<file path="config.mk">
export PLATFORM = sky130hd
export DESIGN_NAME = array_linked_list_free_list_flat
export DESIGN_NICKNAME = d
export VERILOG_FILES = /design/src/rtl/alf_pkg.sv /design/src/rtl/alf_in_if.sv /design/src/rtl/alf_out_if.sv /design/src/rtl/array_linked_list_free_list.sv /design/src/flat_wrapper.sv
export VERILOG_INCLUDE_DIRS = /design/src /design/src/rtl
export SDC_FILE = /design/constraint.sdc
export NUM_CORES = 1
export LEC_CHECK = 0
export ABC_AREA = 1
export BUFFER_PORTS_ARGS = -buffer_cell sky130_fd_sc_hd__buf_2
export CORE_MARGIN = 2
export CORE_UTILIZATION = 42
export DETAILED_ROUTE_END_ITERATION = 8
export HOLD_SLACK_MARGIN = 0.06
export PLACE_DENSITY = 0.59
export SYNTH_ARGS = -nofsm -noshare
export SYNTH_HDL_FRONTEND = slang
export SYNTH_SLANG_ARGS = --single-unit
</file>
<file path="constraint.sdc">
create_clock -name clk -period 2.9 [get_ports clk]
set_clock_uncertainty 0.2 [all_clocks]
set_input_delay 0.29 -clock clk [delete_from_list [all_inputs] [get_ports clk]]
set_output_delay 0.29 -clock clk [all_outputs]
set_load 0.05 [all_outputs]
</file>
<file path="src/rtl/assert_macros.svh">
// assertion macros shared by the rtl files
// expects signals named clk and rst in the scope of use
`ifndef ASSERT_MACROS_SVH
`define ASSERT_MACROS_SVH

// checked at every rising clock edge, reset included
`define ASSERT_ALWAYS(lbl, prop, msg) \
  lbl: assert property (@(posedge clk) prop) else $error(msg);

// checked outside reset only
`define ASSERT_RUN(lbl, prop, msg) \
  lbl: assert property (@(posedge clk) disable iff (rst) prop) else $error(msg);

`endif

</file>
<file path="src/rtl/alf_pkg.sv">
// shared types and codes for the linked list block
// no dependencies
package alf_pkg;

  localparam int OP_W   = 2;
  localparam int DATA_W = 8;
  localparam int LOC_W  = 4;
  localparam int IDX_W  = 4;
  localparam int ST_W   = 2;

  localparam logic [OP_W-1:0] OP_INSERT = 2'd0;
  localparam logic [OP_W-1:0] OP_DELETE = 2'd1;
  localparam logic [OP_W-1:0] OP_READ   = 2'd2;
  localparam logic [OP_W-1:0] OP_NOP    = 2'd3;

  localparam logic [ST_W-1:0] ST_OK        = 2'd0;
  localparam logic [ST_W-1:0] ST_OVERFLOW  = 2'd1;
  localparam logic [ST_W-1:0] ST_UNDERFLOW = 2'd2;
  localparam logic [ST_W-1:0] ST_INVALID   = 2'd3;

  typedef logic [OP_W-1:0]   op_t;
  typedef logic [DATA_W-1:0] byte_t;
  typedef logic [LOC_W-1:0]  loc_t;
  typedef logic [IDX_W-1:0]  idx_t;
  typedef logic [ST_W-1:0]   status_t;

endpackage

</file>
<file path="src/rtl/alf_in_if.sv">
// command channel of the linked list block
// depends on alf_pkg
interface alf_in_if import alf_pkg::*; ();
  logic  valid;
  logic  ready;
  op_t   operation;
  byte_t node_data;
  loc_t  location;

  modport source (output valid, operation, node_data, location, input ready);
  modport sink   (input valid, operation, node_data, location, output ready);
endinterface

</file>
<file path="src/rtl/alf_out_if.sv">
// result channel of the linked list block
// depends on alf_pkg
interface alf_out_if import alf_pkg::*; ();
  logic    valid;
  logic    ready;
  status_t status;
  idx_t    new_node;
  byte_t   entry_data;
  idx_t    entry_next;
  idx_t    list_head;
  idx_t    free_head;

  modport source (output valid, status, new_node, entry_data, entry_next, list_head,
                  free_head, input ready);
  modport sink   (input valid, status, new_node, entry_data, entry_next, list_head,
                  free_head, output ready);
endinterface

</file>
<file path="src/rtl/array_linked_list_free_list.sv">
// singly linked list with a free list in one node table; index 0 is null
// cmd (alf_in_if sink) takes insert, delete, read and no-op; rsp (alf_out_if source)
// returns one result per command with status, taken node, entry and both heads.
// a transfer happens on a clock edge with valid and ready both high.
// cmd.ready is high only while the sequencer is idle; one command at a time.
// the link table is read once a cycle. errors found at decode and no-ops go straight
// to the result; an insert takes the free head and links it at the head or after
// the given node; a delete of the head unlinks it directly, other deletes walk from
// the head to the node before it, at most NODE_COUNT + 1 nodes, and fail when the
// walk misses the node; the sequencer passes through idle before the next command.
// the result sits in an output register, so the next command is taken while
// it waits; a further result waits in the sequencer until rsp.ready.
// after rst (synchronous, active high) a clearing pass writes every link and
// rebuilds the free chain 1..NODE_COUNT-1 with cmd.ready low; the list is empty.
// data bytes are not cleared and read as anything until written.
`include "assert_macros.svh"

module array_linked_list_free_list import alf_pkg::*; #(
  parameter int NODE_COUNT = 16
) (
  input  logic     clk,
  input  logic     rst,
  alf_in_if.sink   cmd,
  alf_out_if.source rsp
);

  localparam int IW = $clog2(NODE_COUNT);
  localparam int SW = IW + 1;

  localparam logic [3:0] S_INIT     = 4'd0;
  localparam logic [3:0] S_IDLE     = 4'd1;
  localparam logic [3:0] S_DECODE   = 4'd2;
  localparam logic [3:0] S_INS_A    = 4'd3;
  localparam logic [3:0] S_INS_B    = 4'd4;
  localparam logic [3:0] S_INS_C    = 4'd5;
  localparam logic [3:0] S_DEL_HEAD = 4'd6;
  localparam logic [3:0] S_DEL_WALK = 4'd7;
  localparam logic [3:0] S_DEL_PRED = 4'd8;
  localparam logic [3:0] S_DEL_FREE = 4'd9;
  localparam logic [3:0] S_READ     = 4'd10;
  localparam logic [3:0] S_DONE     = 4'd11;

  logic [IW-1:0] next_links [NODE_COUNT];
  byte_t         node_bytes [NODE_COUNT];

  logic [3:0]    state, state_next;
  logic [IW-1:0] init_idx, init_idx_next;
  logic [IW-1:0] head, head_next;
  logic [IW-1:0] free, free_next;
  logic [IW-1:0] node_reg, node_reg_next;
  logic [IW-1:0] cur, cur_next;
  logic [SW-1:0] steps, steps_next;
  op_t           op_reg;
  byte_t         data_reg;
  loc_t          loc_reg;
  status_t       res_status, res_status_next;
  idx_t          res_new_node, res_new_node_next;
  byte_t         res_entry_data, res_entry_data_next;
  idx_t          res_entry_next, res_entry_next_next;
  logic          out_valid;

  logic          nl_we;
  logic [IW-1:0] nl_waddr, nl_wdata, rd_addr, rd_data;
  logic          nb_we;
  byte_t         byte_rd;
  logic [IW-1:0] loc_idx;
  logic          loc_ok;
  logic          accept, load_out;

  assign loc_idx  = IW'(loc_reg);
  assign loc_ok   = 32'(loc_reg) < NODE_COUNT;
  assign cmd.ready = (state == S_IDLE);
  assign accept   = cmd.valid && cmd.ready;
  assign load_out = (state == S_DONE) && (!out_valid || rsp.ready);

  // link table: one write and one registered read a cycle
  always_ff @(posedge clk) begin
    if (nl_we) next_links[nl_waddr] <= nl_wdata;
    rd_data <= next_links[rd_addr];
  end

  always_ff @(posedge clk) begin
    if (nb_we) node_bytes[node_reg] <= data_reg;
    byte_rd <= node_bytes[loc_idx];
  end

  always_comb begin
    state_next          = state;
    init_idx_next       = init_idx;
    head_next           = head;
    free_next           = free;
    node_reg_next       = node_reg;
    cur_next            = cur;
    steps_next          = steps;
    res_status_next     = res_status;
    res_new_node_next   = res_new_node;
    res_entry_data_next = res_entry_data;
    res_entry_next_next = res_entry_next;
    nl_we    = 1'b0;
    nl_waddr = '0;
    nl_wdata = '0;
    nb_we    = 1'b0;
    rd_addr  = '0;
    case (state)
      S_INIT: begin
        nl_we    = 1'b1;
        nl_waddr = init_idx;
        nl_wdata = (init_idx == IW'(NODE_COUNT - 1)) ? '0 : init_idx + 1'b1;
        init_idx_next = init_idx + 1'b1;
        if (init_idx == IW'(NODE_COUNT - 1)) state_next = S_IDLE;
      end
      S_IDLE: begin
        if (accept) state_next = S_DECODE;
      end
      S_DECODE: begin
        res_status_next     = ST_OK;
        res_new_node_next   = '0;
        res_entry_data_next = '0;
        res_entry_next_next = '0;
        state_next          = S_DONE;
        case (op_reg)
          OP_INSERT: begin
            if (free == '0) begin
              res_status_next = ST_OVERFLOW;
            end else if (!loc_ok) begin
              res_status_next = ST_INVALID;
            end else begin
              node_reg_next = free;
              rd_addr       = free;
              state_next    = S_INS_A;
            end
          end
          OP_DELETE: begin
            if (head == '0) begin
              res_status_next = ST_UNDERFLOW;
            end else if (loc_reg == '0 || !loc_ok) begin
              res_status_next = ST_INVALID;
            end else if (loc_idx == head) begin
              rd_addr    = loc_idx;
              state_next = S_DEL_HEAD;
            end else begin
              cur_next   = head;
              steps_next = '0;
              rd_addr    = head;
              state_next = S_DEL_WALK;
            end
          end
          OP_READ: begin
            if (!loc_ok) begin
              res_status_next = ST_INVALID;
            end else begin
              rd_addr    = loc_idx;
              state_next = S_READ;
            end
          end
          default: begin
            res_status_next = ST_OK;
          end
        endcase
      end
      S_INS_A: begin
        // rd_data is the link of the taken node, the new free head
        free_next = rd_data;
        nb_we     = 1'b1;
        res_new_node_next = IDX_W'(node_reg);
        if (loc_reg == '0) begin
          nl_we      = 1'b1;
          nl_waddr   = node_reg;
          nl_wdata   = head;
          head_next  = node_reg;
          state_next = S_DONE;
        end else begin
          rd_addr    = loc_idx;
          state_next = S_INS_B;
        end
      end
      S_INS_B: begin
        nl_we      = 1'b1;
        nl_waddr   = node_reg;
        nl_wdata   = rd_data;
        state_next = S_INS_C;
      end
      S_INS_C: begin
        nl_we      = 1'b1;
        nl_waddr   = loc_idx;
        nl_wdata   = node_reg;
        state_next = S_DONE;
      end
      S_DEL_HEAD: begin
        head_next  = rd_data;
        nl_we      = 1'b1;
        nl_waddr   = loc_idx;
        nl_wdata   = free;
        free_next  = loc_idx;
        state_next = S_DONE;
      end
      S_DEL_WALK: begin
        // rd_data is the link of cur
        if (cur == '0) begin
          res_status_next = ST_INVALID;
          state_next      = S_DONE;
        end else if (rd_data == loc_idx) begin
          rd_addr    = loc_idx;
          state_next = S_DEL_PRED;
        end else if (steps == SW'(NODE_COUNT)) begin
          res_status_next = ST_INVALID;
          state_next      = S_DONE;
        end else begin
          cur_next   = rd_data;
          steps_next = steps + 1'b1;
          rd_addr    = rd_data;
        end
      end
      S_DEL_PRED: begin
        nl_we      = 1'b1;
        nl_waddr   = cur;
        nl_wdata   = rd_data;
        state_next = S_DEL_FREE;
      end
      S_DEL_FREE: begin
        nl_we      = 1'b1;
        nl_waddr   = loc_idx;
        nl_wdata   = free;
        free_next  = loc_idx;
        state_next = S_DONE;
      end
      S_READ: begin
        res_entry_data_next = byte_rd;
        res_entry_next_next = IDX_W'(rd_data);
        state_next          = S_DONE;
      end
      S_DONE: begin
        if (load_out) state_next = S_IDLE;
      end
      default: begin
        state_next = S_IDLE;
      end
    endcase
  end

  always_ff @(posedge clk) begin
    if (rst) begin
      state     <= S_INIT;
      init_idx  <= '0;
      head      <= '0;
      free      <= IW'(1);
      out_valid <= 1'b0;
    end else begin
      state    <= state_next;
      init_idx <= init_idx_next;
      head     <= head_next;
      free     <= free_next;
      if (load_out) out_valid <= 1'b1;
      else if (rsp.ready) out_valid <= 1'b0;
    end
  end

  always_ff @(posedge clk) begin
    node_reg       <= node_reg_next;
    cur            <= cur_next;
    steps          <= steps_next;
    res_status     <= res_status_next;
    res_new_node   <= res_new_node_next;
    res_entry_data <= res_entry_data_next;
    res_entry_next <= res_entry_next_next;
    if (accept) begin
      op_reg   <= cmd.operation;
      data_reg <= cmd.node_data;
      loc_reg  <= cmd.location;
    end
    if (load_out) begin
      rsp.status     <= res_status;
      rsp.new_node   <= res_new_node;
      rsp.entry_data <= res_entry_data;
      rsp.entry_next <= res_entry_next;
      rsp.list_head  <= IDX_W'(head);
      rsp.free_head  <= IDX_W'(free);
    end
  end

  assign rsp.valid = out_valid;

  `ASSERT_RUN(a_walk_bound, (state == S_DEL_WALK) |-> (steps <= SW'(NODE_COUNT)), "walk overrun")
  `ASSERT_RUN(a_insert_node, ((state == S_DONE) && (op_reg == OP_INSERT) && (res_status == ST_OK)) |-> (res_new_node == IDX_W'(node_reg)) && (node_reg != '0), "insert took null node")
  `ASSERT_RUN(a_idle_no_write, (state == S_IDLE) |-> !nl_we, "link write while idle")
  `ASSERT_RUN(a_init_closed, (state == S_INIT) |-> (!cmd.ready && (head == '0) && !out_valid), "command taken during clearing pass")

endmodule

</file>
<file path="src/flat_wrapper.sv">
// flat-port wrapper written by rule: the top's interface ports become plain ports
module array_linked_list_free_list_flat import alf_pkg::*;
#(
  parameter int NODE_COUNT = 16
)
  (clk, rst, cmd_valid, cmd_operation, cmd_node_data, cmd_location, cmd_ready, rsp_valid, rsp_status, rsp_new_node, rsp_entry_data, rsp_entry_next, rsp_list_head, rsp_free_head, rsp_ready);
  alf_in_if cmd_i ();
  alf_out_if rsp_i ();
  input  logic clk;
  input  logic rst;
  input wire logic [$bits(cmd_i.valid)-1:0] cmd_valid;
  input wire logic [$bits(cmd_i.operation)-1:0] cmd_operation;
  input wire logic [$bits(cmd_i.node_data)-1:0] cmd_node_data;
  input wire logic [$bits(cmd_i.location)-1:0] cmd_location;
  output wire logic [$bits(cmd_i.ready)-1:0] cmd_ready;
  output wire logic [$bits(rsp_i.valid)-1:0] rsp_valid;
  output wire logic [$bits(rsp_i.status)-1:0] rsp_status;
  output wire logic [$bits(rsp_i.new_node)-1:0] rsp_new_node;
  output wire logic [$bits(rsp_i.entry_data)-1:0] rsp_entry_data;
  output wire logic [$bits(rsp_i.entry_next)-1:0] rsp_entry_next;
  output wire logic [$bits(rsp_i.list_head)-1:0] rsp_list_head;
  output wire logic [$bits(rsp_i.free_head)-1:0] rsp_free_head;
  input wire logic [$bits(rsp_i.ready)-1:0] rsp_ready;
  assign cmd_i.valid = cmd_valid;
  assign cmd_i.operation = cmd_operation;
  assign cmd_i.node_data = cmd_node_data;
  assign cmd_i.location = cmd_location;
  assign cmd_ready = cmd_i.ready;
  assign rsp_valid = rsp_i.valid;
  assign rsp_status = rsp_i.status;
  assign rsp_new_node = rsp_i.new_node;
  assign rsp_entry_data = rsp_i.entry_data;
  assign rsp_entry_next = rsp_i.entry_next;
  assign rsp_list_head = rsp_i.list_head;
  assign rsp_free_head = rsp_i.free_head;
  assign rsp_i.ready = rsp_ready;
  array_linked_list_free_list #(.NODE_COUNT(NODE_COUNT)) u_core (.clk(clk), .rst(rst), .cmd(cmd_i), .rsp(rsp_i));
endmodule
</file>
==> results of run 1 <==
power groups by stage:
stage / combinational, W / sequential (W) / clock (W)
2_1_floorplan: 0.000106 / 0.00469 / 0
3_3_place_gp: 0.000203 / 0.00470 / 0
3_5_place_dp: 0.000203 / 0.00470 / 0
4_1_cts: 0.000220 / 0.00461 / 0.00391
5_1_grt: 0.000242 / 0.00461 / 0.00409
6_report: 0.000220 / 0.00461 / 0.00385
final timing paths:
kind	from	to	slack [ns]	depth (start not counted)
setup / recovery	u_core.state[0]$_SDFFE_PP0P_	u_core.next_links[0][1]$_DFFE_PP_	0.30	12
hold / removal	cmd_valid	u_core.state[1]$_SDFFE_PP0P_	0.09	6
setup reg to reg	u_core.state[0]$_SDFFE_PP0P_	u_core.next_links[0][1]$_DFFE_PP_	0.30	12
hold reg to reg	u_core.res_new_node[0]$_SDFFCE_PN0P_	u_core.rsp.new_node[0]$_DFFE_PP_	0.22	0
logic make-up after synthesis:
family | count (synthesis) | synth area share (%)
buffers and inverters | 191 | 6.064
XOR/XNOR | 7 | 0.4953
adder cells (fa/ha/maj) | 3 | 0.3032
flip-flops | 292 | 68.49
AO/OA/AOI/OAI | 163 | 8.015
AND/OR/NAND/NOR | 456 | 16.64
cell type report:
type / count / area, µm² / area share, %
Inverter: 146 / 548.0 / 3.799
Timing Repair Buffer: 106 / 748.2 / 5.187
Sequential cell: 292 / 8478 / 58.78
Clock inverter: 23 / 242.7 / 1.683
Clock buffer: 33 / 762.0 / 5.283
Multi-Input combinational cell: 629 / 3164 / 21.94
Tap cell: 384 / 480.5 / 3.331
stage by stage:
stage,hold WS [ns],cells,cell area [µm²],power (W),utilization (%)
5_1_grt,0.1367,1613,14420,0.008936,49.98
3_5_place_dp,0.2045,1541,13260,0.004900,45.95
4_1_cts,0.06480,1613,14420,0.008739,49.98
6_report,0.09476,1613,14420,0.008674,49.98
2_1_floorplan,0.1889,1112,12380,0.004798,-
3_3_place_gp,0.2013,1541,13260,0.004900,45.95
per-layer routing:
metal | track usage, % | part of all wire, %
met2 | 29.68 | 45
met4 | 8.196 | 4.2
met3 | 3.268 | 7.5
met5 | 0 | 0
met1 | 27.58 | 44
cell usage after synthesis (all sizes together), types with 13 or more instances:
cell type / number / area [µm²]
a21oi: 17 / 118.9
buf: 16 / 93.83
clkbuf: 29 / 108.9
dfxtp: 29 / 580.6
edfxtp: 263 / 7898
inv: 145 / 544.3
nand2: 145 / 584.3
nand3: 89 / 465.5
nand4: 36 / 231.5
nor2: 176 / 706.9
o21ai: 85 / 429.2
o221ai: 13 / 113.9
o22ai: 25 / 156.4
what timing repair did:
action | CTS | global route
hold buffers | 16 | 0
endpoints found under the hold margin | 23 | 0
resized for setup | 0 | 0
setup endpoints to repair | 0 | 0
worst register-to-register path: stages (launching register included):
cell	delay, ns
dfxtp_1	0.40
inv_2	0.06
nand2_2	0.11
nor2_2	0.09
inv_2	0.11
nand2_4	0.10
nor2_2	0.13
inv_2	0.08
nand2_1	0.06
inv_1	0.04
nor3_1	0.29
nand2_1	0.17
nor3_1	0.41
==> flow_summary_export.csv, run 1 <==
group,metric,value,unit
detailed_routing,ant_nets,0,
detailed_routing,wire_per_inst,18.57,µm
timing,fmax,385.0,MHz
grt,grt_usage,19.42,%
grt,grt_start_max_net_pins,65,
run,max_cap_viol_count,0,
final_layout,largest_reg_flops,128,
timing,setup_viol,0,
critical_path,crit_chain,"inv_2 > nand2_2 > nor2_2 > inv_2 > nand2_4 > nor2_2 > inv_2 > nand2_1 > inv_1 > nor3_1 > nand2_1 > nor3_1",
critical_path,path_buf_inv,4,
timing,fin_crit_sh,89.58,%
final_layout,nFillCells,2617,
grt,antenna_found_initial,0,
clock_tree,clk_pin_slew,0.06,ns
synth,ys_types,43,
final_layout,reg_top3,"u_core.node_bytes x128, u_core.next_links x64",
critical_path,critical_path.top_delay_family,"simple AND/OR/NAND/NOR gates",
clock_tree,clock_tree.root_cell,"clkbuf_16",
power,power_frac_comb,2.5,%
clock_tree,cts_buffers,30,
die,die_width,175.7,µm
power,intPower,0.006923,W
critical_path,crit_type,"register to register",
die,io-pin-count,46,
detailed_routing,routed_via_density,5.259,
power,swShare,20.19,%
final_layout,final_common_cell,"edfxtp_1",
place,place_ws,0.3495,ns
power,clkPwrFrac,44.3,%
synth,syn-num-nets,1133,
final_layout,layout-drive-gt1-share,15.13,%
critical_path,required,2.90,ns
place,port_buffers,45,
grt,overflow,0,
critical_path,startpoint_type,"register",
timing,worstMarginPinSlew,0.6642,ns
place,dp_hpwl,19.69,mm
die,rows,62,
critical_path,cp_max_fo,9,
die,core-area,28860,µm²
die,initial_core_util,42.90,%
detailed_routing,wirelength,29.96,mm
power,p_sw,0.001751,W
critical_path,cp-end-kind,"register",
clock_tree,cts_tree,"done",
run_status,status,"completed",
timing,hold_viol,0,
detailed_routing,drt_iter0_markers,796,
power,power_frac_seq,53.1,%
timing,finalSetupTns,0,ns
synth,syn_area_per_cell,11.13,µm²
clock_tree,post_cts_buffers,0,
detailed_routing,first_pass_iters,6,
critical_path,arrival,2.60,ns
final_layout,nets,1226,
detailed_routing,drc,0,
synth,ys_seq_elements,292,
final_layout,diodes,0,
place,gp_congestion,0.9600,
timing,relSlewSlack,55.72,%
synth,ys_async_sr_fraction,0,%
clock_tree,cts_max_path_buffers,3,
synth,synthFlopType,"edfxtp_1",
clock_tree,insertion_delay,0.56,ns
critical_path,critPathMaxStageDelay,0.41,ns
final_layout,final_cell_mix,"edfxtp_1, nor2_1, nand2_1",
final_layout,top_register,"u_core.node_bytes",
detailed_routing,vias,8483,
timing,period_minus_slack,2.598,ns
die,die_area,30860,µm²
die,die_h,175.7,µm
power,leakage,5.461,nW
synth,yosysSeqAreaShare,68.49,%
timing,maxSlewViolCount,0,
clock_tree,h-tree-depth,1,
timing,setup_ws,0.3023,ns
worst_hold_path,min_path_type,"input pin to register",
power,powerDensity,601.4,nW/µm²
critical_path,worst_path_most_repeated_cell,"inv_2",
synth,yosys_warnings,0,
power,ir_worst_vdd,0.4716,mV
clock_tree,clock_sinks,292,
synth,synth_cells,1112,
grt,grt_first_pass_wirelength,45.82,mm
synth,synth-edff-count,263,
timing,rsz0062_at_grt,"no",
grt,grt_pass1_vias,7907,
critical_path,slowest_stage,"nor3_1",
synth,syn_area,12380,µm²
final_layout,syn_to_final_growth,16.51,%
(Power assumes the default switching activity.)
==> run 2: changes to the inputs <==
Settings changed: CORE_UTILIZATION 42 to 56, PLACE_DENSITY 0.59 to 0.75.
==> run 2 against run 1 <==
  * Clock power increased by 4%
  * Via count increased by 2.1%
  * Sequential share of layout area increased by 0.56 points
  * Largest cell class unchanged
==> flow_summary_export.csv, run 2 (synthesis results as in run 1) <==
group,metric,value,unit
power,powerDensity,618.8,nW/µm²
detailed_routing,drt_iter0_markers,917,
timing,setup_viol,0,
grt,grt_first_pass_wirelength,46.13,mm
power,power_frac_comb,2.4,%
detailed_routing,routed_via_density,5.746,
clock_tree,h-tree-depth,1,
critical_path,cp_max_fo,9,
timing,period_minus_slack,2.702,ns
power,ir_worst_vdd,0.5360,mV
die,die_area,23310,µm²
die,die_width,152.7,µm
power,power_frac_seq,52.1,%
final_layout,reg_top3,"u_core.node_bytes x128, u_core.next_links x64",
die,core-area,21760,µm²
clock_tree,cts_tree,"done",
critical_path,slowest_stage,"nor3_1",
run,max_cap_viol_count,0,
final_layout,fin_util,65.68,%
final_layout,syn_to_final_growth,15.42,%
critical_path,required,2.88,ns
final_layout,final_common_cell,"edfxtp_1",
final_layout,final_cell_mix,"edfxtp_1, nor2_1, nand2_1",
power,intPower,0.007123,W
clock_tree,clock_sinks,292,
clock_tree,insertion_delay,0.55,ns
detailed_routing,first_pass_iters,6,
detailed_routing,vias,8659,
place,port_buffers,45,
die,io-pin-count,46,
run_status,status,"completed",
timing,fin_crit_sh,93.17,%
clock_tree,cts_buffers,29,
critical_path,startpoint,"u_core.state[0]$_SDFFE_PP0P_",
worst_hold_path,hp-start,"cmd_valid",
detailed_routing,drc,0,
timing,fmax,370.1,MHz
power,leakage,5.463,nW
die,die_h,152.7,µm
timing,rsz0062_at_grt,"no",
timing,worstMarginPinSlew,0.6653,ns
final_layout,largest_reg_flops,128,
final_layout,layout-drive-gt1-share,14.93,%
final_layout,nets,1224,
clock_tree,post_cts_resized,0,
critical_path,critPathMaxStageDelay,0.49,ns
place,gp_congestion,1.003,
timing,hold_viol,0,
clock_tree,clk_pin_slew,0.06,ns
detailed_routing,wire_per_inst,19.67,µm
timing,finalSetupTns,0,ns
clock_tree,post_cts_buffers,0,
critical_path,crit_type,"register to register",
power,clkPwrFrac,45.5,%
critical_path,worst_path_most_repeated_cell,"inv_2",
power,p_sw,0.001719,W
timing,relSlewSlack,55.65,%
critical_path,cp-end-kind,"register",
die,rows,54,
clock_tree,clock_tree.root_cell,"clkbuf_16",
detailed_routing,ant_nets,0,
critical_path,crit_chain,"inv_2 > nand2_2 > nor2_2 > inv_2 > nand2_4 > nor2_2 > inv_2 > nand2_1 > inv_1 > nor3_1 > nand2_1 > nor3_1",
place,dp_hpwl,19.32,mm
clock_tree,cts_max_path_buffers,3,
final_layout,top_register,"u_core.node_bytes",
grt,grt_usage,25.45,%
power,swShare,19.44,%
detailed_routing,wirelength,29.64,mm
clock_tree,cts_hold_buf,17,
timing,maxSlewViolCount,0,
worst_hold_path,min_path_type,"input pin to register",
critical_path,rr_startpoint,"u_core.state[0]$_SDFFE_PP0P_",
grt,antenna_found_initial,1,
grt,grt_pass1_vias,8453,
grt,overflow,0,
critical_path,startpoint_type,"register",
grt,grt_start_max_net_pins,65,
die,initial_core_util,56.90,%
critical_path,arrival,2.69,ns
run 2: through the flow:
step                area [µm²]  power (W)  std cells  setup WS (ns)  hold WS, ns
global placement         13090   0.004884       1435         0.4096       0.2004
finish                   14290   0.008842       1507         0.1980      0.07829
global route             14290   0.009047       1507        0.07468       0.1423
detailed placement       13090   0.004888       1435         0.2410       0.2045
floorplan                12380   0.004798       1112         0.2398       0.1889
CTS                      14290   0.008872       1506         0.2297      0.06939
run 2: critical path: cells and delay by family (launching register included):
| family | cells | cell delay [ns] |
|---|---|---|
| DFF | 1 | 0.39 |
| and+or+nand+nor | 8 | 1.44 |
| buffers and inverters | 4 | 0.29 |
run 2: power groups by stage:
stage	Clock (W)	Sequential (W)	Combinational, W
3_3_place_gp	0	0.00470	0.000185
2_1_floorplan	0	0.00469	0.000106
5_1_grt	0.00421	0.00461	0.000227
3_5_place_dp	0	0.00470	0.000188
4_1_cts	0.00406	0.00461	0.000207
6_report	0.00402	0.00461	0.000209
run 2: worst paths after layout:
path,end,slack [ns],cells past startpoint
hold reg to reg,u_core.rsp.entry_data[5]$_DFFE_PP_,0.22,0
hold / removal,u_core.state[1]$_SDFFE_PP0P_,0.08,6
setup reg to reg,u_core.next_links[0][1]$_DFFE_PP_,0.20,12
setup / recovery,u_core.next_links[0][1]$_DFFE_PP_,0.20,12
run 2: metal layers:
metal	global-route usage, %	routed length [µm]
met3	3.612	2411
met5	0	0
met1	34.61	11900
met4	11.55	1266
met2	41.17	14060
run 2: area by class of cell:
cell class,count,area [µm²]
sequential,292,8478
fill,1626,7467
multi-input combinational,629,3164
clock buffer,34,744.5
timing repair buffer,105,718.2
inverter,146,548.0
tap,280,350.3
clock inverter,20,282.8
antenna,1,2.502
==> run 3: changes to the inputs <==
Settings changed: ABC_AREA 1 to not set, CORE_UTILIZATION 56 to 55, PLACE_DENSITY 0.75 to 0.74, REMOVE_ABC_BUFFERS set to 1, SETUP_SLACK_MARGIN set to 0.1.
==> run 3 against run 2 <==
  * First-iteration DRC count down 16%
  * Global-route usage shrank 1.9 points
  * Clock-buffer cell count did not move
  * Die area fell by 1.2%
  * Sequential power about the same
  * Routed wire length shrank 8.9%
  * Worst setup slack got worse by 0.15 ns
  * Cell area is 2.3% higher
  * Via count is 17% lower
  * Synthesized area is 3.0% lower
  * Clock power down 8.7%
==> flow_summary_export.csv, run 3 <==
group,metric,value,unit
run_status,status,"completed",
critical_path,ff2ff_path_depth,9,
grt,grt_first_pass_wirelength,40.32,mm
clock_tree,insertion_delay,0.57,ns
final_layout,top_register,"u_core.node_bytes",
synth,yosysMostFrequentCell,"edfxtp_1",
synth,syn_area_per_cell,16.18,µm²
detailed_routing,wirelength,27.00,mm
die,initial_core_util,55.52,%
timing,rsz0062_at_grt,"yes",
clock_tree,clock_tree.root_cell,"clkbuf_16",
synth,yosysSeqAreaShare,70.63,%
critical_path,startpoint_type,"register",
grt,grt-busiest-layer,"met2",
clock_tree,clock_sinks,292,
worst_hold_path,hp-start,"cmd_valid",
place,port_buffers,45,
die,die_area,23020,µm²
power,power_frac_comb,2.8,%
final_layout,final_cell_mix,"edfxtp_1, buf_4, buf_2",
clock_tree,cts_buffers,28,
synth,synth_top_area_cell,"edfxtp_1",
critical_path,r2r_slack,0.05,ns
grt,antenna_found_initial,0,
power,p_sw,0.001733,W
critical_path,cp-end-kind,"register",
grt,grt_usage,23.53,%
synth,synth_top_cell_area_share,65.80,%
power,clkPwrFrac,43.0,%
timing,period_minus_slack,2.853,ns
critical_path,arrival,3.14,ns
critical_path,crit_type,"register to register",
final_layout,final_common_cell,"edfxtp_1",
die,io-pin-count,46,
worst_hold_path,hold_depth,5,
die,die_h,151.7,µm
power,swShare,20.33,%
grt,grt_start_max_net_pins,35,
synth,ys_async_sr_fraction,0,%
timing,relSlewSlack,51.89,%
die,core-area,21620,µm²
final_layout,fin_area,14610,µm²
critical_path,worstReg2RegEnd,"u_core.rd_data[0]$_DFF_P_",
grt,grt.met1_usage,35.63,%
synth,yosys_warnings,0,
place,gp_congestion,0.9707,
synth,ys_top_cells_by_count,"edfxtp_1, nor2_1, mux4_2",
synth,ys_seq_elements,292,
clock_tree,h-tree-depth,1,
place,dp_hpwl,17.89,mm
synth,synth.area.top_cells,"edfxtp_1, mux4_2, dfxtp_1",
detailed_routing,first_pass_iters,5,
detailed_routing,ant_nets,0,
critical_path,required,3.18,ns
critical_path,cp_max_fo,7,
final_layout,layout-drive-gt1-share,33.15,%
final_layout,diodes,0,
final_layout,nets,892,
clock_tree,cts_max_path_buffers,3,
final_layout,syn_to_final_growth,21.75,%
clock_tree,clk_pin_slew,0.07,ns
die,rows,54,
detailed_routing,drt_iter0_markers,766,
power,powerDensity,583.4,nW/µm²
power,power_frac_seq,54.2,%
detailed_routing,vias,7200,
synth,ys_types,53,
grt,use_met2,35.65,%
timing,fin_crit_sh,98.37,%
power,leakage,5.060,nW
timing,maxSlewViolCount,0,
die,die_width,151.7,µm
detailed_routing,drc,0,
grt,met3_usage,4.491,%
grt,grt_pass1_vias,6909,
synth,synthFlopType,"edfxtp_1",
timing,hold_viol,0,
synth,synth-edff-count,263,
synth,synth_cells,742,
synth,syn_area,12000,µm²
detailed_routing,routed_via_density,6.138,
final_layout,largest_reg_flops,128,
final_layout,reg_top3,"u_core.node_bytes x128, u_core.next_links x64",
run,max_cap_viol_count,0,
worst_hold_path,min_to,"u_core.state[3]$_SDFFE_PP0P_",
clock_tree,cts_tree,"done",
detailed_routing,wire_per_inst,23.02,µm
timing,fmax,350.5,MHz
grt,overflow,0,
power,ir_worst_vdd,0.4503,mV
final_layout,fin_util,67.59,%
power,p_total,0.008525,W
worst_hold_path,min_path_type,"input pin to register",
timing,worstMarginPinSlew,0.7216,ns
critical_path,rr_startpoint,"u_core.loc_idx[2]$_DFFE_PP_",
place,dpl_cell_area,12980,µm²
power,intPower,0.006792,W
timing,setup_viol,0,
## run 3: cell count changes in the layout (fill, tap and decap cells not counted), moves of 13 or more
cell / previous run / this run
nor2_1: 166 / 40
inv_1: 126 / 9
nand2_1: 135 / 27
nand3_1: 85 / 10
o21ai_0: 82 / 7
mux4_2: 0 / 40
o22ai_1: 25 / 0
buf_4: 43 / 64
mux2i_1: 0 / 21
and2_1: 0 / 19
inv_2: 19 / 0
nand4_1: 35 / 18
mux2_2: 0 / 13
## run 3: worst max-delay path, stage by stage, from the launching register on
cell       delay, ns
edfxtp_1        0.47
buf_6           0.17
nor4_4          0.42
a2bb2oi_2       0.20
nor3_1          0.07
a221o_1         0.38
buf_6           0.18
a2111oi_1       0.48
nor4_2          0.11
o221ai_1        0.08
## run 3: layer usage
layer  share of wire, %  up-vias
met2                 46      321
met4                1.8        0
li1                   -     3231
met3                8.1       46
met5                  0        -
met1                 44     3602
## run 3: cell families after synthesis
family | count (synthesis) | share of synthesized area (%)
XOR/XNOR | 18 | 1.314
AO/OA/AOI/OAI | 97 | 6.088
multiplexers | 79 | 10.90
flip-flops | 292 | 70.63
AND/OR/NAND/NOR | 199 | 8.809
adder cells (fa/ha/maj) | 3 | 0.3128
buffers and inverters | 54 | 1.939
## run 3: how the worst max path moves through the flow
| stage | slack [ns] | start | endpoint | cells past startpoint |
|---|---|---|---|---|
| 2_1_floorplan | -1.06 | u_core.loc_idx[0]$_DFFE_PP_ | u_core.rd_data[0]$_DFF_P_ | 7 |
| 3_3_place_gp | -0.02 | u_core.loc_idx[1]$_DFFE_PP_ | u_core.next_links[6][1]$_DFFE_PP_ | 7 |
| 3_5_place_dp | -0.12 | u_core.loc_idx[1]$_DFFE_PP_ | u_core.next_links[6][1]$_DFFE_PP_ | 7 |
| 4_1_cts | 0.11 | u_core.loc_idx[1]$_DFFE_PP_ | u_core.rd_data[3]$_DFF_P_ | 9 |
| 5_1_grt | -0.06 | u_core.loc_idx[0]$_DFFE_PP_ | u_core.rd_data[0]$_DFF_P_ | 10 |
| 6_report | 0.05 | u_core.loc_idx[2]$_DFFE_PP_ | u_core.rd_data[0]$_DFF_P_ | 9 |
## run 3: stage by stage
stage / cells / worst slack [ns] / hold slack, ns / setup TNS (ns)
2_1_floorplan: 697 / -1.060 / 0.1591 / -81.21
3_3_place_gp: 1091 / -0.01525 / 0.2049 / -0.06497
3_5_place_dp: 1091 / -0.1152 / 0.2045 / -0.7896
4_1_cts: 1168 / 0.1110 / 0.1855 / 0
5_1_grt: 1173 / -0.06387 / 0.2150 / -0.2178
6_report: 1173 / 0.04715 / 0.1926 / 0
## run 3: power by group through the flow
stage                     Combinational [W]  Sequential, W  Clock, W
final                              0.000240        0.00462   0.00367
after global routing               0.000256        0.00462   0.00390
after CTS                          0.000207        0.00462   0.00372
after detailed placement           0.000186        0.00470         0
after global placement             0.000182        0.00470         0
after floorplan                   0.0000853        0.00470         0
## run 3: what timing repair did
item | CTS | global route
pin swaps | 2 | 18
setup buffers | 7 | 3
endpoints found under the hold margin | 31 | 0
setup endpoints to repair | 48 | 66
hold buffers | 17 | 0
gates resized for setup | 19 | 87
gates cloned | 1 | 4
## run 3: cell type report
class                      count  area (µm²)
sequential                   292        8478
fill                        1439        7008
multi-input combinational    397        3670
timing repair buffer         143        1135
clock buffer                  34       743.2
tap                          280       350.3
clock inverter                18       202.7
inverter                       9       33.78
